===== src/hdl/tlp_pkg.sv =====
// shared codes and constants of the telnet login line parser
package tlp_pkg;

    typedef logic [1:0] t_cmd;
    typedef logic [2:0] t_event_code;
    typedef logic [1:0] t_stage;
    typedef logic [1:0] t_esc;

    // input commands
    localparam t_cmd CMD_BYTE       = 2'd0;
    localparam t_cmd CMD_TICK       = 2'd1;
    localparam t_cmd CMD_CONNECT    = 2'd2;
    localparam t_cmd CMD_DISCONNECT = 2'd3;

    // result kinds
    localparam logic KIND_ECHO  = 1'b0;
    localparam logic KIND_EVENT = 1'b1;

    // session event codes
    localparam t_event_code EV_NONE         = 3'd0;
    localparam t_event_code EV_PROMPT       = 3'd1;
    localparam t_event_code EV_ASK_PASS     = 3'd2;
    localparam t_event_code EV_LOGIN_OK     = 3'd3;
    localparam t_event_code EV_BAD_USER     = 3'd4;
    localparam t_event_code EV_BAD_PASS     = 3'd5;
    localparam t_event_code EV_KICK_ATTEMPT = 3'd6;
    localparam t_event_code EV_KICK_TIMEOUT = 3'd7;

    // authentication stages
    localparam t_stage ST_USER = 2'd0;
    localparam t_stage ST_PASS = 2'd1;
    localparam t_stage ST_IN   = 2'd2;

    // telnet escape tracking
    localparam t_esc ESC_NONE = 2'd0;
    localparam t_esc ESC_IAC  = 2'd1;
    localparam t_esc ESC_OPT  = 2'd2;

    // configuration register indexes
    localparam int unsigned CFG_IDX_W  = 3;
    localparam int unsigned CFG_DATA_W = 64;
    localparam logic [CFG_IDX_W-1:0] REG_USER_TEXT = 3'd0;
    localparam logic [CFG_IDX_W-1:0] REG_USER_LEN  = 3'd1;
    localparam logic [CFG_IDX_W-1:0] REG_PASS_TEXT = 3'd2;
    localparam logic [CFG_IDX_W-1:0] REG_PASS_LEN  = 3'd3;
    localparam logic [CFG_IDX_W-1:0] REG_MAX_ATT   = 3'd4;
    localparam logic [CFG_IDX_W-1:0] REG_TIMEOUT   = 3'd5;

    // configuration reset values
    localparam logic [7:0]  MAX_ATT_RST = 8'd3;
    localparam logic [15:0] TIMEOUT_RST = 16'd30000;

    // character codes
    localparam logic [7:0] CH_BS     = 8'h08;
    localparam logic [7:0] CH_DEL    = 8'h7F;
    localparam logic [7:0] CH_SPACE  = 8'h20;
    localparam logic [7:0] CH_STAR   = 8'h2A;
    localparam logic [7:0] CH_LF     = 8'h0A;
    localparam logic [7:0] CH_CR     = 8'h0D;
    localparam logic [7:0] CH_IAC    = 8'hFF;
    localparam logic [7:0] CH_OPT_LO = 8'd251;
    localparam logic [7:0] CH_OPT_HI = 8'd254;

endpackage


===== src/hdl/telnet_login_line_parser.sv =====
// telnet login line parser: escape filter, line editor and credential check
// flow: an accepted item's results are staged in the result buffer, then moved into the output
//   register; further results follow one a cycle while the output moves
// input: stalled outside idle, until the last result of an item is in the output register;
//   end of line first walks the stored line through the line memory port, one read a cycle
// reset: synchronous active low; clears session and configuration, line memory is not cleared
module telnet_login_line_parser
    import tlp_pkg::*;
#(
    parameter int LINE_DEPTH = 64,
    parameter int CRED_CHARS = 8
) (
    input  logic                  i_clk,
    input  logic                  i_rst_n,
    // input channel
    input  logic                  i_in_valid,
    output logic                  o_in_stall,
    input  logic [1:0]            i_command,
    input  logic [7:0]            i_data_byte,
    // output channel
    output logic                  o_out_valid,
    input  logic                  i_out_stall,
    output logic                  o_kind,
    output logic [7:0]            o_echo_byte,
    output logic [2:0]            o_event_code,
    output logic                  o_logged_in,
    output logic                  o_last,
    // configuration port
    input  logic                  i_cfg_we,
    input  logic [CFG_IDX_W-1:0]  i_cfg_index,
    input  logic [CFG_DATA_W-1:0] i_cfg_data
);

    localparam int CW = $clog2(LINE_DEPTH + 1);
    localparam int AW = $clog2(LINE_DEPTH);
    localparam logic [CW-1:0] DEPTH_C  = CW'(LINE_DEPTH);
    localparam logic [3:0]    CRED_LEN = 4'(CRED_CHARS);

    typedef enum logic [4:0] {
        S_IDLE   = 5'b00001,
        S_WALK   = 5'b00010,
        S_DRAIN  = 5'b00100,
        S_DECIDE = 5'b01000,
        S_EMIT   = 5'b10000
    } t_state;

    // configuration registers
    logic [63:0] r_user_text, r_pass_text;
    logic [3:0]  r_user_len, r_pass_len;
    logic [7:0]  r_max_att;
    logic [15:0] r_timeout;

    // session state
    t_state        r_state, n_state;
    t_stage        r_auth, n_auth;
    t_esc          r_esc, n_esc;
    logic [CW-1:0] r_count, n_count;
    logic [7:0]    r_failed, n_failed;
    logic [15:0]   r_ticks, n_ticks;
    logic          r_open, n_open;

    // result buffer
    logic          r_res_kind [0:2];
    logic [7:0]    r_res_byte [0:2];
    t_event_code   r_res_code [0:2];
    logic          n_res_kind [0:2];
    logic [7:0]    n_res_byte [0:2];
    t_event_code   n_res_code [0:2];
    logic [1:0]    r_res_cnt, n_res_cnt;
    logic [1:0]    r_res_idx, n_res_idx;

    // line memory and walk
    logic [7:0]    r_line_mem [0:LINE_DEPTH-1];
    logic [7:0]    r_rd_data;
    logic [CW-1:0] r_rd_idx, n_rd_idx;
    logic          r_pipe_vld, n_pipe_vld;
    logic [CW-1:0] r_pipe_pos, n_pipe_pos;
    logic          r_seen, n_seen;
    logic [CW-1:0] r_first, n_first;
    logic [CW-1:0] r_end, n_end;
    logic          r_mis, n_mis;

    // output register
    logic          r_out_valid, n_out_valid;
    logic          r_kind, n_kind;
    logic [7:0]    r_echo, n_echo;
    t_event_code   r_code, n_code;
    logic          r_logged, n_logged;
    logic          r_last, n_last;

    // combinational helpers
    logic          w_we;
    logic [7:0]    w_wdata;
    logic          w_clear;
    logic          w_ev_push;
    t_event_code   w_ev_code;
    logic          w_echo_push;
    logic [7:0]    w_echo_byte;
    logic          w_bs_push;
    logic          w_entry;
    logic [3:0]    w_len_sat;
    logic [63:0]   w_text;
    logic [CW-1:0] w_off;
    logic          w_cmp;
    logic [7:0]    w_char;
    logic [CW-1:0] w_trim_len;
    logic          w_match;
    logic [7:0]    w_failed_inc;

    assign o_in_stall   = (r_state != S_IDLE);
    assign o_out_valid  = r_out_valid;
    assign o_kind       = r_kind;
    assign o_echo_byte  = r_echo;
    assign o_event_code = r_code;
    assign o_logged_in  = r_logged;
    assign o_last       = r_last;

    assign w_entry = (r_auth == ST_USER) || (r_auth == ST_PASS);

    // credential selected by stage, length clipped to the credential width
    always_comb begin
        if (r_auth == ST_PASS) begin
            w_text    = r_pass_text;
            w_len_sat = (r_pass_len > CRED_LEN) ? CRED_LEN : r_pass_len;
        end else begin
            w_text    = r_user_text;
            w_len_sat = (r_user_len > CRED_LEN) ? CRED_LEN : r_user_len;
        end
    end

    // offset of the walked character inside the trimmed line
    always_comb begin
        w_off = '0;
        w_cmp = 1'b0;
        if (r_seen) begin
            w_off = r_pipe_pos - r_first;
            w_cmp = 1'b1;
        end else if (r_rd_data != CH_SPACE) begin
            w_cmp = 1'b1;
        end
        w_char = w_text[{w_off[2:0], 3'b000} +: 8];
    end

    assign w_trim_len   = r_seen ? (r_end - r_first) : '0;
    assign w_match      = !r_mis && (w_trim_len == CW'(w_len_sat));
    assign w_failed_inc = (r_failed == 8'hFF) ? 8'hFF : (r_failed + 8'd1);

    // next-state logic
    always_comb begin
        n_state     = r_state;
        n_auth      = r_auth;
        n_esc       = r_esc;
        n_count     = r_count;
        n_failed    = r_failed;
        n_ticks     = r_ticks;
        n_open      = r_open;
        n_res_kind  = r_res_kind;
        n_res_byte  = r_res_byte;
        n_res_code  = r_res_code;
        n_res_cnt   = r_res_cnt;
        n_res_idx   = r_res_idx;
        n_rd_idx    = r_rd_idx;
        n_pipe_vld  = 1'b0;
        n_pipe_pos  = r_pipe_pos;
        n_seen      = r_seen;
        n_first     = r_first;
        n_end       = r_end;
        n_mis       = r_mis;
        n_out_valid = r_out_valid && i_out_stall;
        n_kind      = r_kind;
        n_echo      = r_echo;
        n_code      = r_code;
        n_logged    = r_logged;
        n_last      = r_last;
        w_we        = 1'b0;
        w_wdata     = i_data_byte;
        w_clear     = 1'b0;
        w_ev_push   = 1'b0;
        w_ev_code   = EV_NONE;
        w_echo_push = 1'b0;
        w_echo_byte = i_data_byte;
        w_bs_push   = 1'b0;

        unique case (r_state)
            S_IDLE: begin
                if (i_in_valid) begin
                    unique case (i_command)
                        CMD_CONNECT: begin
                            w_clear   = 1'b1;
                            n_open    = 1'b1;
                            w_ev_push = 1'b1;
                            w_ev_code = EV_PROMPT;
                        end
                        CMD_DISCONNECT: begin
                            w_clear = 1'b1;
                            n_open  = 1'b0;
                        end
                        CMD_TICK: begin
                            if (r_open && r_auth != ST_IN) begin
                                if (r_ticks >= r_timeout) begin
                                    w_clear   = 1'b1;
                                    n_open    = 1'b0;
                                    w_ev_push = 1'b1;
                                    w_ev_code = EV_KICK_TIMEOUT;
                                end else begin
                                    n_ticks = r_ticks + 16'd1;
                                end
                            end
                        end
                        CMD_BYTE: begin
                            if (r_open) begin
                                if (r_esc == ESC_IAC) begin
                                    n_esc = (i_data_byte >= CH_OPT_LO && i_data_byte <= CH_OPT_HI)
                                          ? ESC_OPT : ESC_NONE;
                                end else if (r_esc == ESC_OPT) begin
                                    n_esc = ESC_NONE;
                                end else begin
                                    n_esc = ESC_NONE;
                                    if (i_data_byte == CH_IAC) begin
                                        n_esc = ESC_IAC;
                                    end else if (i_data_byte == CH_CR || i_data_byte == CH_LF) begin
                                        if (r_count != '0) begin
                                            if (w_entry) begin
                                                n_rd_idx = '0;
                                                n_seen   = 1'b0;
                                                n_first  = '0;
                                                n_end    = '0;
                                                n_mis    = 1'b0;
                                                n_state  = S_WALK;
                                            end else begin
                                                n_count = '0;
                                            end
                                        end
                                    end else if (i_data_byte == CH_BS || i_data_byte == CH_DEL) begin
                                        if (r_count != '0) begin
                                            n_count   = r_count - CW'(1);
                                            w_bs_push = w_entry;
                                        end
                                    end else if (i_data_byte >= CH_SPACE && i_data_byte < CH_DEL) begin
                                        if (r_count < DEPTH_C) begin
                                            w_we    = 1'b1;
                                            n_count = r_count + CW'(1);
                                            if (r_auth == ST_USER) begin
                                                w_echo_push = 1'b1;
                                            end else if (r_auth == ST_PASS) begin
                                                w_echo_push = 1'b1;
                                                w_echo_byte = CH_STAR;
                                            end
                                        end
                                    end
                                end
                            end
                        end
                        default: ;
                    endcase
                end
            end
            S_WALK: begin
                // one read a cycle, data returns next cycle
                n_pipe_vld = 1'b1;
                n_pipe_pos = r_rd_idx;
                n_rd_idx   = r_rd_idx + CW'(1);
                if ((r_rd_idx + CW'(1)) == r_count) begin
                    n_state = S_DRAIN;
                end
            end
            S_DRAIN: begin
                n_state = S_DECIDE;
            end
            S_DECIDE: begin
                n_count   = '0;
                w_ev_push = 1'b1;
                if (w_match) begin
                    if (r_auth == ST_USER) begin
                        n_auth    = ST_PASS;
                        w_ev_code = EV_ASK_PASS;
                    end else begin
                        n_auth    = ST_IN;
                        w_ev_code = EV_LOGIN_OK;
                    end
                end else begin
                    n_failed = w_failed_inc;
                    if (w_failed_inc >= r_max_att) begin
                        w_clear   = 1'b1;
                        n_open    = 1'b0;
                        w_ev_code = EV_KICK_ATTEMPT;
                    end else begin
                        n_auth    = ST_USER;
                        w_ev_code = (r_auth == ST_USER) ? EV_BAD_USER : EV_BAD_PASS;
                    end
                end
            end
            S_EMIT: begin
                if (!r_out_valid || !i_out_stall) begin
                    n_out_valid = 1'b1;
                    n_kind      = r_res_kind[r_res_idx];
                    n_echo      = r_res_byte[r_res_idx];
                    n_code      = r_res_code[r_res_idx];
                    n_logged    = r_open && (r_auth == ST_IN);
                    n_last      = (r_res_idx == (r_res_cnt - 2'd1));
                    n_res_idx   = r_res_idx + 2'd1;
                    if (r_res_idx == (r_res_cnt - 2'd1)) begin
                        n_state = S_IDLE;
                    end
                end
            end
            default: n_state = S_IDLE;
        endcase

        // trimmed compare of the returned line character
        if (r_pipe_vld) begin
            if (r_rd_data != CH_SPACE) begin
                if (!r_seen) begin
                    n_seen  = 1'b1;
                    n_first = r_pipe_pos;
                end
                n_end = r_pipe_pos + CW'(1);
            end
            if (w_cmp && (w_off < CW'(w_len_sat)) && (r_rd_data != w_char)) begin
                n_mis = 1'b1;
            end
        end

        // session clear
        if (w_clear) begin
            n_auth   = ST_USER;
            n_esc    = ESC_NONE;
            n_count  = '0;
            n_failed = 8'd0;
            n_ticks  = 16'd0;
        end

        // result buffer fill
        if (w_ev_push) begin
            n_res_kind[0] = KIND_EVENT;
            n_res_byte[0] = 8'h00;
            n_res_code[0] = w_ev_code;
            n_res_cnt     = 2'd1;
        end else if (w_echo_push) begin
            n_res_kind[0] = KIND_ECHO;
            n_res_byte[0] = w_echo_byte;
            n_res_code[0] = EV_NONE;
            n_res_cnt     = 2'd1;
        end else if (w_bs_push) begin
            n_res_kind[0] = KIND_ECHO;
            n_res_byte[0] = CH_BS;
            n_res_code[0] = EV_NONE;
            n_res_kind[1] = KIND_ECHO;
            n_res_byte[1] = CH_SPACE;
            n_res_code[1] = EV_NONE;
            n_res_kind[2] = KIND_ECHO;
            n_res_byte[2] = CH_BS;
            n_res_code[2] = EV_NONE;
            n_res_cnt     = 2'd3;
        end
        if (w_ev_push || w_echo_push || w_bs_push) begin
            n_res_idx = 2'd0;
            n_state   = S_EMIT;
        end
    end

    // configuration writes
    always_ff @(posedge i_clk) begin
        if (!i_rst_n) begin
            r_user_text <= '0;
            r_user_len  <= '0;
            r_pass_text <= '0;
            r_pass_len  <= '0;
            r_max_att   <= MAX_ATT_RST;
            r_timeout   <= TIMEOUT_RST;
        end else if (i_cfg_we) begin
            unique case (i_cfg_index)
                REG_USER_TEXT: r_user_text <= i_cfg_data;
                REG_USER_LEN:  r_user_len  <= i_cfg_data[3:0];
                REG_PASS_TEXT: r_pass_text <= i_cfg_data;
                REG_PASS_LEN:  r_pass_len  <= i_cfg_data[3:0];
                REG_MAX_ATT:   r_max_att   <= i_cfg_data[7:0];
                REG_TIMEOUT:   r_timeout   <= i_cfg_data[15:0];
                default: ;
            endcase
        end
    end

    // control state
    always_ff @(posedge i_clk) begin
        if (!i_rst_n) begin
            r_state     <= S_IDLE;
            r_auth      <= ST_USER;
            r_esc       <= ESC_NONE;
            r_count     <= '0;
            r_failed    <= '0;
            r_ticks     <= '0;
            r_open      <= 1'b0;
            r_res_cnt   <= '0;
            r_res_idx   <= '0;
            r_rd_idx    <= '0;
            r_pipe_vld  <= 1'b0;
            r_out_valid <= 1'b0;
        end else begin
            r_state     <= n_state;
            r_auth      <= n_auth;
            r_esc       <= n_esc;
            r_count     <= n_count;
            r_failed    <= n_failed;
            r_ticks     <= n_ticks;
            r_open      <= n_open;
            r_res_cnt   <= n_res_cnt;
            r_res_idx   <= n_res_idx;
            r_rd_idx    <= n_rd_idx;
            r_pipe_vld  <= n_pipe_vld;
            r_out_valid <= n_out_valid;
        end
    end

    // payload and walk trackers
    always_ff @(posedge i_clk) begin
        r_res_kind <= n_res_kind;
        r_res_byte <= n_res_byte;
        r_res_code <= n_res_code;
        r_pipe_pos <= n_pipe_pos;
        r_seen     <= n_seen;
        r_first    <= n_first;
        r_end      <= n_end;
        r_mis      <= n_mis;
        r_kind     <= n_kind;
        r_echo     <= n_echo;
        r_code     <= n_code;
        r_logged   <= n_logged;
        r_last     <= n_last;
    end

    // line memory, one write and one registered read port
    always_ff @(posedge i_clk) begin
        if (w_we) begin
            r_line_mem[r_count[AW-1:0]] <= w_wdata;
        end
        r_rd_data <= r_line_mem[r_rd_idx[AW-1:0]];
    end

endmodule


===== config.mk =====
export PLATFORM = sky130hd
export DESIGN_NAME = telnet_login_line_parser
export DESIGN_NICKNAME = d
export VERILOG_FILES = /design/src/hdl/tlp_pkg.sv /design/src/hdl/telnet_login_line_parser.sv
export SDC_FILE = /design/constraint.sdc
export NUM_CORES = 1
export LEC_CHECK = 0
export ABC_AREA = 1
export BUFFER_PORTS_ARGS = -buffer_cell sky130_fd_sc_hd__clkbuf_2
export CORE_ASPECT_RATIO = 0.8
export CORE_MARGIN = 2
export CORE_UTILIZATION = 30
export DETAILED_ROUTE_END_ITERATION = 16
export PLACE_DENSITY_LB_ADDON = 0.05
export SYNTH_ARGS = -nofsm -noshare
export SYNTH_HDL_FRONTEND = slang
export SYNTH_SLANG_ARGS = --single-unit

===== constraint.sdc =====
create_clock -name i_clk -period 3.9 [get_ports i_clk]
set_input_delay 0.78 -clock i_clk [delete_from_list [all_inputs] [get_ports i_clk]]
set_output_delay 0.78 -clock i_clk [all_outputs]
set_load 0.02 [all_outputs]

# ---- Yosys cells after proc, flatten, opt, wreduce, memory -nomap -nowiden
# Memory sizes are Yosys's and may differ from the RTL's. A register that Yosys moved wholly into a read port is not among the register bits.
# Cells that the tools add are included.
dict set report classes {
  n_addsub 10
  mul 0
  n_div 0
  n_lt_le_gt_ge 11
  n_eq_ne 66
  shifts 1
  mux 201
  bitwise 5
  n_reduce_logical 45
}
# operator count
set op_table {}
lappend op_table {{2-to-1 mux 7 bit} 49}
lappend op_table {{2-to-1 mux 8 bit} 17}
lappend op_table {{2-to-1 mux 1 bit} 87}
lappend op_table {{2-to-1 mux 5 bit} 13}
lappend op_table {{2-to-1 mux 64 bit} 1}
lappend op_table {{variable part select 64 x 7 -> 8 bit} 1}
lappend op_table {{inequality test 3 bit (second input constant)} 17}
lappend op_table {{inequality test 2 bit (second input constant)} 17}
lappend op_table {{one-hot mux 7 bit (2 select lines)} 2}
lappend op_table {{2-to-1 mux 3 bit} 9}
lappend op_table {{AND reduction 13 bit} 2}
lappend op_table {{one-hot mux 5 bit (5 select lines)} 1}
lappend op_table {{== test 8 x 4 -> 1 bit (second input constant)} 3}
lappend op_table {{2-to-1 mux 24 bit} 1}
lappend op_table {{adder 7 x 1 -> 7 bit (second input constant)} 3}
lappend op_table {{AND reduction 2 bit} 9}
lappend op_table {{adder 16 x 1 -> 16 bit (second input constant)} 1}
lappend op_table {{binary-select mux 8 bit (select 2 bit)} 1}
lappend op_table {{== test 8 bit (second input constant)} 2}
lappend op_table {{greater-or-equal comparator 16 bit} 1}
lappend op_table {{subtractor 7 bit} 2}
lappend op_table {{2-to-1 mux 2 bit} 6}
lappend op_table {{2-to-1 mux 4 bit} 3}
lappend op_table {{one-hot mux 3 bit (2 select lines)} 2}
lappend op_table {{54 further kinds} 89}
dict set report word_totals {
  regBits 263
  latchBits 0
  ramBits 512
  rom_bits 0
  input_bits 82
  elab_cells 373
  n_memories 1
}
# memory words word_bits rd rd_ports_with_merged_regs write_ports line
set memory_table {}
lappend memory_table {r_line_mem 64 8 1 1 1 telnet_login_line_parser.sv:73} ;# logic [7:0] r_line_mem [0:LINE_DEPTH-1];

# ---- Depth between registers and ports, before layout
# Gate-level depths: netlist (run 1).
dict set report depth {
  depth_word 18
  ltp_mapped 22
  mapped_depth_nobuf 21
}

# ---- Worst setup path after synthesis (run 1)
# Ideal clock, no wire load.
dict set report synth_path {
  path_kind {register to register}
  startpoint {reg r_failed[0]}
  endpoint {reg r_auth[0]}
  setup_time_ns 0.066
  t_arrival_ns 2.587
  required_ns 3.834
  setup_slack_ns 1.247
  path_stages_with_launch 21
  n_path_buf 1
  period_less_slack_ns 2.653
  cell_sequence {dfxtp_1 > ha_1 > nand2_1 > nor2_1 > inv_1 > nor2_1 > nand3_1 > nor2_1 > a21oi_1 > o21ai_0 > ha_1 > a21oi_1 > nor2_1 > a211oi_1 > nand3_1 > nand2_1 > inv_1 > nand2_4 > nand3_4 > buf_6 > a21oi_2}
}
dict set report synth_between {
  elab_chain_cells 7
  word_cells_on_any_way 10
}
# element line
set synth_lines {}
lappend synth_lines {{start, declared} telnet_login_line_parser.sv:58} ;# logic [7:0] r_failed, n_failed;
lappend synth_lines {{start signal, assigned} telnet_login_line_parser.sv:404} ;# r_failed <= n_failed;
lappend synth_lines {{adder 8 x 1 -> 8 bit / == test 8 bit (equally long branches)} telnet_login_line_parser.sv:146} ;# assign w_failed_inc = (r_failed == 8'hFF) ? 8'hFF : (r_failed + 8'd1);
lappend synth_lines {{2-to-1 mux 8 bit (*)} telnet_login_line_parser.sv:146}
lappend synth_lines {{via w_failed_inc[5]} telnet_login_line_parser.sv:108} ;# logic [7:0] w_failed_inc;
lappend synth_lines {{greater-or-equal comparator 8 bit (*)} telnet_login_line_parser.sv:283} ;# if (w_failed_inc >= r_max_att) begin
lappend synth_lines {{2-to-1 mux 1 bit} telnet_login_line_parser.sv:283}
lappend synth_lines {{2-to-1 mux 1 bit} telnet_login_line_parser.sv:273} ;# if (w_match) begin
lappend synth_lines {{one-hot mux 1 bit (2 select lines)} telnet_login_line_parser.sv:184} ;# unique case (r_state)
lappend synth_lines {{OR reduction 2 bit (no source line)} n/a}
lappend synth_lines {{end signal, assigned} telnet_login_line_parser.sv:401} ;# r_auth <= n_auth;
lappend synth_lines {{end, declared} telnet_login_line_parser.sv:55} ;# t_stage r_auth, n_auth;
# The timed path passes the listed nets; every way through them passes the cells marked *.
# A chain may end at the register's enable or synchronous reset.

# ---- Final worst setup path (run 1)
dict set report layout_path {
  startpoint {reg r_failed[0]}
  endpoint {reg r_esc[1]}
}
dict set report layout_between {
  elab_chain_cells 7
  word_cells_on_any_way 8
}
# element line
set layout_lines {}
lappend layout_lines {{adder 8 x 1 -> 8 bit / == test 8 bit (equally long branches)} telnet_login_line_parser.sv:146}
lappend layout_lines {{2-to-1 mux 8 bit (*)} telnet_login_line_parser.sv:146}
lappend layout_lines {{via w_failed_inc[5]} telnet_login_line_parser.sv:108}
lappend layout_lines {{greater-or-equal comparator 8 bit (*)} telnet_login_line_parser.sv:283}
lappend layout_lines {{2-to-1 mux 1 bit (*)} telnet_login_line_parser.sv:283}
lappend layout_lines {{2-to-1 mux 1 bit (*)} telnet_login_line_parser.sv:273}
lappend layout_lines {{one-hot mux 1 bit (2 select lines) (*)} telnet_login_line_parser.sv:184}
lappend layout_lines {{OR reduction 2 bit (no source line) (*)} n/a}
lappend layout_lines {{end signal, assigned} telnet_login_line_parser.sv:402} ;# r_esc <= n_esc;
lappend layout_lines {{end, declared} telnet_login_line_parser.sv:56} ;# t_esc r_esc, n_esc;
# Marks and branches as above.

==> results of run 1 <==
==> cells by family after synthesis <==
kind of cell | synth area share, %
and+or+nand+nor | 18.3
AOI/OAI and AO/OA | 12.7
DFF | 61.4
buffers and inverters | 4.78
adders and majority gates | 2.11
xor gates and xnor gates | 0.665
==> power by group <==
group / internal, mW / switching (mW)
Clock: 5.03 / 3.61
Sequential: 9.01 / 0.0979
Combinational: 0.510 / 1.21
==> state kept, by name (all words and copies together) (netlist names), 2 cells and up <==
name	flops
o_echo_byte	8
o_event_code	3
r_auth	2
r_count	7
r_end	7
r_esc	2
r_failed	8
r_first	7
r_line_mem	512
r_max_att	8
r_pass_len	4
r_pass_text	64
r_pipe_pos	7
r_rd_data	8
r_rd_idx	7
r_res_byte	8
r_res_cnt	2
r_res_code	3
r_res_idx	2
r_state	5
r_ticks	16
r_timeout	16
r_user_len	4
r_user_text	64
==> area by class of cell <==
type | instances | area, um^2
Fill cell | 11500 | 73100
Sequential cell | 783 | 21000
Multi-Input combinational cell | 2380 | 11600
Clock buffer | 108 | 2420
Tap cell | 1512 | 1890
Timing Repair Buffer | 217 | 1480
Inverter | 199 | 761
Clock inverter | 58 | 598
==> synthesized netlist by cell type, types with 4 or more instances <==
master | count | area (um^2)
clkinv_1 | 4 | 15.0
nand2_1 | 422 | 1580
dfxtp_1 | 247 | 4940
buf_1 | 4 | 15.0
edfxtp_1 | 536 | 16100
a21oi_2 | 20 | 175
o21ai_0 | 504 | 2520
o221ai_1 | 13 | 114
buf_2 | 44 | 220
xor2_1 | 18 | 158
or2_2 | 8 | 50.1
nand3_1 | 248 | 1240
nor3_1 | 24 | 120
a31oi_1 | 5 | 31.3
o211ai_1 | 33 | 248
nor2_1 | 742 | 2790
nor4_1 | 4 | 25.0
nand4_1 | 29 | 181
inv_1 | 189 | 709
nand2_2 | 4 | 25.0
ha_1 | 53 | 663
xnor2_1 | 8 | 70.1
buf_4 | 11 | 82.6
inv_2 | 4 | 15.0
a21oi_1 | 64 | 320
buf_6 | 4 | 45.0
nor2_2 | 13 | 81.3
clkbuf_1 | 138 | 518
o22ai_1 | 136 | 851
==> what timing repair did <==
item | in CTS | in global routing
gates resized for setup | 0 | 1
hold buffers | 0 | 0
endpoints found under the setup margin | 0 | 2
==> routing by layer <==
metal | wire, um | GRT usage, % | vias to the layer above
met5 | 13 | 0 | -
met4 | 1980 | 4.21 | 2
met3 | 5980 | 3.26 | 132
met2 | 50400 | 29.8 | 673
met1 | 53700 | 27.1 | 13000
li1 | - | - | 12600
==> how the worst max path moves through the flow <==
stage,end,slack (ns),depth (start not counted)
floorplan,r_auth[0],1.25,20
global placement,r_line_mem[57][2],0.21,12
detailed placement,r_line_mem[9][0],0.17,12
CTS,r_esc[1],0.48,20
global route,r_count[6],0.12,20
finish,r_esc[1],0.60,20
==> per-stage QoR <==
stage	power, mW	setup WS [ns]	cells
after global routing	20.3	0.121	5257
after floorplan	10.4	1.25	3563
after detailed placement	11.0	0.173	5091
final	19.5	0.601	5257
after CTS	19.8	0.476	5257
after global placement	11.0	0.210	5091
==> worst register-to-register path, stage by stage, from the launching register on <==
cell      delay, ns
dfxtp_1        0.38
ha_1           0.19
nand2_1        0.08
nor2_1         0.09
inv_1          0.05
nor2_1         0.20
nand3_1        0.13
nor2_1         0.17
a21oi_1        0.06
o21ai_0        0.11
ha_1           0.29
a21oi_1        0.15
nor2_1         0.06
a211oi_2       0.20
nand3_1        0.14
nand2_1        0.10
inv_1          0.07
nand2_4        0.07
nand3_4        0.26
buf_12         0.27
a21oi_1        0.14
==> metrics.md, run 1 <==
| Metric | Value |
|---|---|
| Cell mode on critical path | `nor2_1` |
| Post-CTS Setup Bufs | `0` |
| Commonest cells after routing, fill and taps aside | `741 x nor2_1, 536 x edfxtp_1, 504 x o21ai_0` |
| Clock buffer depth | `3` |
| Worst slew pin tran | `0.963 ns` |
| # IOs | `98` |
| Synth warn | `0` |
| DP Area | `0.0368 mm^2` |
| Post-Syn Nets | `3701` |
| Initial core utilization | `30.4%` |
| N_diodes | `0` |
| GPL Wtd Cong | `0.811` |
| Final instance area | `0.0398 mm^2` |
| CP Class | `reg2reg` |
| Final hold vios | `0` |
| CP cell instances | `ha_1 > nand2_1 > nor2_1 > inv_1 > nor2_1 > nand3_1 > nor2_1 > a21oi_1 > o21ai_0 > ha_1 > a21oi_1 > nor2_1 > a211oi_2 > nand3_1 > nand2_1 > inv_1 > nand2_4 > nand3_4 > buf_12 > a21oi_1` |
| Die height | `306 um` |
| Status | `complete, no violations` |
| HPWL Detailed | `69.8 mm` |
| Most used DFF post-synth | `edfxtp_1` |
| Die width | `~380 um` |
| Clk sinks | `783` |
| Vias per cell | `5.03` |
| Hold endpoint | `r_pass_text[40]` |
| Vias in the first global route | `26000` |
| CTS Buf Count | `89` |
| Initial DRC Count | `roughly 2200` |
| Post-synth EDFFs | `536` |
| VDD IR max | `0.000347 V` |
| Yosys reg bits | `783` |
| Max Freq | `between 300 and 400 MHz` |
| FF-to-FF path depth | `20` |
| Vias | `between 20000 and 30000` |
| Fin crit share | `around 85%` |
| Max transition margin | `~36%` |
| Post-DR wirelength/cell | `21.3 um` |
| Initial antenna violation count | `7` |
| Final core occ | `35.3%` |
| Layout cells sized above 1 | `around 12%` |
| Lkg Pwr | `14.8 nW` |
| PD cells | `489 mW/mm^2` |
| Die Footprint | `0.117 mm^2` |
| CP arrival | `3.89 ns` |
| Reg2reg start | `r_failed[0]` |
| Setup slack, reg-to-reg | `0.60 ns` |
| Hold wc startpoint | `i_cfg_data[40]` |
| Critical path launch point | `r_failed[0]` |
| Distinct cells, synth | `50` |
| DRT Pass-1 Iters | `5` |
| Syn Area/Cell | `9.61 um^2` |
| Worst Setup End Kind | `flop` |
| Area Overhead vs Synth | `16.2%` |
| Family with the most delay on the worst path | `simple AND/OR/NAND/NOR gates` |
| GRT Overall Usage | `18.9%` |
| Root Buffer | `clkbuf_16` |
| Crit-path max FO | `19` |
| CTS tree | `built` |
| Syn Inst Count | `3563` |
| Worst hold path class | `in2reg` |
| Total negative setup slack | `0 ns` |
| Tmin final | `3.30 ns` |
| Worst-Skew Late Latency | `0.69 ns` |
| Largest net degree at the start of global routing | `between 150 and 200` |
| RSZ-0062 raised after global routing | `false` |
| Pins Over Slew Limit | `0` |
| CP max stage cell | `dfxtp_1` |
| Max_cap viols | `0` |
| Final Skew | `about 0.033 ns` |
| Startpoint type of the worst setup path | `flop` |
| Largest stage delay, worst path | `0.38 ns` |
| Detail Route Antenna Nets | `0` |
| Residual DRC | `0` |
| Seq/Total Area, Yosys | `61.4%` |
| Critical path required time | `4.49 ns` |
| Cell area after synthesis | `0.0343 mm^2` |
| H-tree levels | `3` |
| Grt total ovfl | `0` |
| Commonest non-fill, non-tap cell in the layout | `nor2_1` |
| Final wirelength | `112 mm` |
| Site Rows | `110` |
| Input/output buffers | `97` |
| First-pass GRT wire length | `168 mm` |
| Worst Hold Depth | `3` |
| Asr flop ratio synth | `0%` |
| Fin nets | `3808` |
| Core Region | `0.113 mm^2` |
| R2R Path End | `r_esc[1]` |
| Final hold slack | `0.336 ns` |
| Buf/Inv on CP | `3` |
| Final Setup Violations | `0` |
| Reg clk slew, reported paths | `roughly 0.060 ns` |
Power figures use the tool's default switching activity.
==> run 2: changes to the inputs <==
Clock period 3.9 ns to 3.3 ns, I/O delays scaled along.
==> run 2 against run 1 <==
Compared with the run above: sequential share of layout area shrank 0.41 points; clock power grew 20%; worst hold slack lost 0.11 ns; die area is the same; cell area grew 0.78%; worst setup slack lost 0.33 ns; global-route usage grew 0.41 points; maximum frequency grew 8.8%; wire length grew 2.4%; non-clock buffer count grew 26; critical path type unchanged; critical endpoint unchanged; largest power group unchanged.
==> metrics.md, run 2 (synthesis gave the netlist of run 1 again) <==
| Metric | Value |
|---|---|
| Status | `complete, no violations` |
| VDD IR max | `0.000358 V (+3.0%)` |
| PD cells | `579 mW/mm^2 (+18%)` |
| Detail Route Antenna Nets | `0 (unchanged)` |
| DP Area | `0.0370 mm^2 (+0.70%)` |
| CP arrival | `3.62 ns (-0.27 ns)` |
| Startpoint type of the worst setup path | `flop` |
| Largest stage delay, worst path | `0.38 ns (about the same)` |
| GPL Wtd Cong | `0.842 (+3.9%)` |
| Comb power frac | `9.0% (+0.2 points)` |
| Clock buffer depth | `3 (unchanged)` |
| Sw frac | `24.9% (-0.37 points)` |
| Final hold slack | `0.230 ns (-0.106 ns)` |
| Worst hold path class | `in2reg` |
| Max_cap viols | `0 (unchanged)` |
| Post-CTS Setup Bufs | `0 (unchanged)` |
| Hold wc startpoint | `i_cfg_data[44]` |
| Final hold vios | `0 (unchanged)` |
| Worst Setup End Kind | `flop` |
| Site Rows | `110 (unchanged)` |
| First-pass GRT wire length | `171 mm (+1.8%)` |
| Worst-Skew Late Latency | `0.68 ns (about the same)` |
| Final wirelength | `115 mm (+2.4%)` |
| Cell mode on critical path | `a21oi_1` |
| Total negative setup slack | `0 ns (unchanged)` |
| Residual DRC | `0 (unchanged)` |
| Final instance area | `0.0401 mm^2 (+0.78%)` |
| Die width | `382 um (unchanged)` |
| DP Worst Slack | `0.00146 ns (-0.171 ns)` |
| Buf/Inv on CP | `3 (unchanged)` |
| Core Region | `0.113 mm^2 (unchanged)` |
| Pins Over Slew Limit | `0 (unchanged)` |
| Final core occ | `35.5% (+0.27 points)` |
| Grt total ovfl | `0 (unchanged)` |
| Finished Layout Cells | `5290 (+0.63%)` |
| Internal | `17.4 mW (+20%)` |
| Initial core utilization | `30.4% (unchanged)` |
| R2R Path End | `r_esc[1]` |
| CTS Buf Count | `90 (+1.1%)` |
| Tmin final | `3.03 ns (-0.266 ns)` |
| Reg clk slew, reported paths | `0.06 ns (about the same)` |
| Setup slack, reg-to-reg | `0.27 ns (-0.33 ns)` |
| Area Overhead vs Synth | `17.1%` |
| Reg2reg start | `r_failed[0]` |
| Commonest non-fill, non-tap cell in the layout | `nor2_1` |
| Largest net degree at the start of global routing | `123 (-24%)` |
| Commonest cells after routing, fill and taps aside | `739 x nor2_1, 536 x edfxtp_1, 503 x o21ai_0` |
| Reg power frac | `46.4% (-0.4 points)` |
| CTS tree | `built` |
| Initial DRC Count | `2298 (+5.0%)` |
| Final Skew | `0.0257 ns (-0.00774 ns)` |
| Initial antenna violation count | `7 (unchanged)` |
| Crit-path max FO | `35 (+16)` |
| DRT Pass-1 Iters | `6 (+1)` |
| Input/output buffers | `97 (unchanged)` |
| Total power | `23.2 mW (+19%)` |
| # fillers | `11400 (-0.52%)` |
| Vias | `26600 (+0.70%)` |
| Fin crit share | `91.9% (+7.3 points)` |
| Clk sinks | `783 (unchanged)` |
| Largest register FFs | `512 (unchanged)` |
| Max Freq | `330 MHz (+8.8%)` |
| Worst Hold Depth | `3 (unchanged)` |
| DP Cell Count | `5117 (+0.51%)` |
| Vias in the first global route | `26200 (+0.73%)` |
| Critical path required time | `3.88 ns (-0.61 ns)` |
| Final worst setup slack | `0.268 ns (-0.334 ns)` |
| CP max stage cell | `dfxtp_1` |
| Final Setup Violations | `0 (unchanged)` |
| HPWL Detailed | `74.3 mm (+6.3%)` |
| Layout cells sized above 1 | `12.0% (+0.36 points)` |
| GRT Overall Usage | `19.3% (+0.41 points)` |
| Lkg Pwr | `15.0 nW (+0.98%)` |
| RSZ-0062 raised after global routing | `false` |
| H-tree levels | `3 (unchanged)` |
| Net switching power | `5.78 mW (+17%)` |
| Clk pwr share | `44.6% (+0.2 points)` |
| Root Buffer | `clkbuf_16` |
| Hold bufs inserted after CTS | `0 (unchanged)` |
| Die height | `306 um (unchanged)` |
| CP cell instances | `ha_1 > nand2_1 > nor2_1 > inv_1 > nor2_2 > nand3_1 > nor2_2 > a21oi_1 > o21ai_0 > ha_1 > a21oi_1 > nor2_1 > a211oi_2 > nand3_1 > nand2_1 > inv_1 > nand2_4 > nand3_4 > buf_12 > a21oi_1` |
| Hold endpoint | `r_pass_text[44]` |
| CP Class | `reg2reg` |
| Vias per cell | `5.03 (about the same)` |
| FF-to-FF path depth | `20 (unchanged)` |
| Max transition margin | `26.2% (-9.6 points)` |
| Post-DR wirelength/cell | `21.7 um (+1.7%)` |
| # IOs | `98 (unchanged)` |
| Die Footprint | `0.117 mm^2 (unchanged)` |
| Fin nets | `3835 (+0.71%)` |
| Family with the most delay on the worst path | `simple AND/OR/NAND/NOR gates` |
| Worst slew pin tran | `1.11 ns (+0.144 ns)` |
## run 2: cell count changes in the layout (fill, tap and decap cells not counted), sizes merged
cell | previous run | this run
bufinv | 9 | 10
clkbuf | 203 | 222
clkinv | 47 | 28
inv | 196 | 197
diode | 0 | 4
clkinvlp | 5 | 6
buf | 122 | 148
## run 2: final cells by class
class / instances / area [um^2] / share of cell area, %
repair buffers: 243 / 1730 / 4.32
clock buffers: 127 / 2540 / 6.32
inverters: 199 / 764 / 1.91
flip-flops and latches: 783 / 21000 / 52.5
clock inverters: 42 / 509 / 1.27
multi-input cells: 2380 / 11600 / 29.0
well taps: 1512 / 1890 / 4.72
diodes: 4 / 10.0 / 0.0250
## run 2: worst max-delay path by stage
stage / from / endpoint / slack (ns) / depth (start not counted)
2_1_floorplan: r_failed[0] / r_auth[0] / 0.65 / 20
4_1_cts: r_failed[0] / r_esc[1] / 0.08 / 20
3_3_place_gp: i_data_byte[0] / r_line_mem[5][2] / 0.13 / 12
6_report: r_failed[0] / r_esc[1] / 0.27 / 20
3_5_place_dp: i_data_byte[0] / r_line_mem[5][2] / 0.001 / 12
5_1_grt: r_failed[0] / r_esc[1] / 0.008 / 20
## run 2: metal layers
layer	vias to the layer above	wire (um)	GRT usage (%)
met5	-	10	0
met3	167	6480	3.60
met1	13100	54900	27.8
met2	738	50700	29.9
met4	2	2630	4.66
li1	12700	-	-
## run 2: what timing repair did
action,in CTS,in global routing
resized for setup,0,6
setup endpoints to repair,0,36
endpoints found under the hold margin,0,0
## run 2: worst min-delay path: cells and delay by family
family / cells / cell delay (ns)
buffers and inverters: 1 / 0.09
AND/OR/NAND/NOR: 2 / 0.12
## run 2: power groups by stage
stage                     clock network, mW  logic (mW)  registers, mW
after floorplan                           0        1.31           10.9
after global placement                    0        2.09           11.0
after detailed placement                  0        2.10           11.0
after CTS                              10.6        2.11           10.8
after global routing                   11.0        2.35           10.8
final                                  10.4        2.10           10.8
==> run 3: changes to the inputs <==
Settings changed: REMOVE_ABC_BUFFERS from default to 1, SLEW_MARGIN from default to 25.
Clock period 3.3 ns to 3.9 ns, I/O delays scaled along.
==> run 3 against run 2 <==
Compared with the run above: core utilization decreased by 0.21 points; global-route usage decreased by 0.45 points; sequential power decreased by 16%; first-iteration DRC count decreased by 6.1%; critical path type unchanged; largest power group unchanged; highest routed layer is now met4.
==> metrics.md, run 3 (synthesis gave the netlist of run 1 again) <==
| Metric | Value |
|---|---|
| Total negative setup slack | `0 ns (unchanged)` |
| GRT Overall Usage | `18.9% (-0.45 points)` |
| Clock buffer depth | `3 (unchanged)` |
| Final hold slack | `0.338 ns (+0.107 ns)` |
| Worst hold path class | `in2reg` |
| Initial antenna violation count | `1 (-6)` |
| Reg clk slew, reported paths | `0.06 ns (about the same)` |
| DP Worst Slack | `0.263 ns (+0.262 ns)` |
| Cell mode on critical path | `nand2_1` |
| Fin nets | `3816 (-0.50%)` |
| Lkg Pwr | `14.9 nW (-0.68%)` |
| Input/output buffers | `97 (unchanged)` |
| CP arrival | `4.10 ns (+0.48 ns)` |
| Worst Setup End Kind | `flop` |
| Residual DRC | `0 (unchanged)` |
| Fin crit share | `90.3% (-1.6 points)` |
| Detail Route Antenna Nets | `0 (unchanged)` |
| VDD IR max | `0.000374 V (+4.6%)` |
| Initial DRC Count | `2157 (-6.1%)` |
| Pins Over Slew Limit | `0 (unchanged)` |
| Commonest cells after routing, fill and taps aside | `741 x nor2_1, 536 x edfxtp_1, 504 x o21ai_0` |
| Grt total ovfl | `0 (unchanged)` |
| Core Region | `0.113 mm^2 (unchanged)` |
| Critical path required time | `4.48 ns (+0.60 ns)` |
| Vias in the first global route | `26200 (+0.034%)` |
| Max_cap viols | `0 (unchanged)` |
| Vias per cell | `5.02 (-0.23%)` |
| Layout cells sized above 1 | `11.6% (-0.33 points)` |
| CTS tree | `built` |
| Commonest non-fill, non-tap cell in the layout | `nor2_1` |
| DP Area | `0.0369 mm^2 (-0.41%)` |
| CTS Buf Count | `87 (-3.3%)` |
| Largest net degree at the start of global routing | `103 (-16%)` |
| Max Freq | `284 MHz (-14%)` |
| Largest stage delay, worst path | `0.75 ns (+0.37 ns)` |
| RSZ-0062 raised after global routing | `false` |
| Clk sinks | `783 (unchanged)` |
| Final core occ | `35.3% (-0.21 points)` |
| Final wirelength | `113 mm (-1.7%)` |
| Worst-Skew Late Latency | `0.68 ns (about the same)` |
| Post-CTS Setup Bufs | `0 (unchanged)` |
| CP cell instances | `inv_1 > ha_1 > inv_1 > fa_1 > nand2_2 > clkinv_1 > ha_1 > nand3_1 > nand2_1 > nand2_1 > o311ai_0 > nor2_1 > nand2_1 > nand2_1` |
| Max transition margin | `31.4% (+5.2 points)` |
| Worst slew pin tran | `1.03 ns (-0.0785 ns)` |
| Final instance area | `0.0399 mm^2 (-0.60%)` |
| Site Rows | `110 (unchanged)` |
| Final worst setup slack | `0.379 ns (+0.111 ns)` |
| Status | `complete, no violations` |
| Final Skew | `0.0261 ns (+0.000383 ns)` |
| CP max stage cell | `clkinv_1` |
| Die Footprint | `0.117 mm^2 (unchanged)` |
| HPWL Detailed | `70.5 mm (-5.1%)` |
| Area Overhead vs Synth | `16.4%` |
| Post-DR wirelength/cell | `21.4 um (-1.3%)` |
| PD cells | `488 mW/mm^2 (-16%)` |
| Crit-path max FO | `17 (-51%)` |
| Root Buffer | `clkbuf_16` |
| GPL Wtd Cong | `0.803 (-4.7%)` |
| Tmin final | `3.52 ns (+0.489 ns)` |
| # IOs | `98 (unchanged)` |
| Vias | `26400 (-0.68%)` |
| Largest register FFs | `512 (unchanged)` |
| Final hold vios | `0 (unchanged)` |
| DRT Pass-1 Iters | `5 (-1)` |
| First-pass GRT wire length | `168 mm (-1.8%)` |
| Die width | `382 um (unchanged)` |
| Die height | `306 um (unchanged)` |
| Final Setup Violations | `0 (unchanged)` |
| Initial core utilization | `30.4% (unchanged)` |
| H-tree levels | `3 (unchanged)` |
| Startpoint type of the worst setup path | `flop` |
| CP Class | `reg2reg` |
[run 3: cell types whose count changed in the layout (fill, tap and decap cells not counted), sizes merged]
| cell | delta |
|---|---|
| nand3 | +1 |
| diode | -2 |
| inv | +1 |
| clkbuf | -19 |
| bufinv | +1 |
| buf | -18 |
| clkinv | +12 |
[run 3: where the power goes]
part	switching, mW	internal [mW]	leakage (nW)
Clock	3.59	5.03	1.45
Sequential	0.107	9.01	6.84
Combinational	1.19	0.514	6.60
[run 3: repair_timing]
action                                  in CTS  in global routing
resized for setup                            0                  1
endpoints found under the setup margin       0                 33
hold buffers                                 0                  0
hold endpoints to repair                     0                  0
[run 3: metal layers]
layer / vias to the layer above / share of wire, % / GRT usage, %
met2: 672 / 45 / 30.0
met1: 13000 / 48 / 26.7
met3: 148 / 4.5 / 2.82
met4: 0 / 2.3 / 4.93
li1: 12600 / - / -
met5: - / 0 / 0
[run 3: path summary, 6_finish.rpt]
check                               startpoint               to  slack [ns]  depth (start not counted)
worst max-delay path             r_pipe_pos[0]            r_mis        0.38                         14
worst min-delay path            i_cfg_data[19]  r_user_text[19]        0.34                          3
worst max register to register   r_pipe_pos[0]            r_mis        0.38                         14
worst min register to register  r_res_byte[23]   r_res_byte[23]        0.44                          2
[run 3: critical path, delay by kind of cell (launching register included)]
family,cells,cell delay (ns)
buf+inv,3,0.94
fa+ha+maj,3,1.16
flops,1,0.43
compound gates,1,0.07
simple gates,7,0.80
[run 3: layout make-up]
class / count / area (um^2)
repair buffers: 226 / 1580
inverters: 199 / 761
clock buffers: 107 / 2340
diodes: 2 / 5.00
multi-input cells: 2381 / 11600
fillers: 11500 / 73000
well taps: 1512 / 1890
flip-flops and latches: 783 / 21000
clock inverters: 56 / 618
[run 3: metrics by stage]
stage,total power [mW],cells
floorplan,10.3,3362
global placement,11.0,5100
detailed placement,11.0,5100
CTS,19.7,5263
global route,20.2,5264
finish,19.4,5266
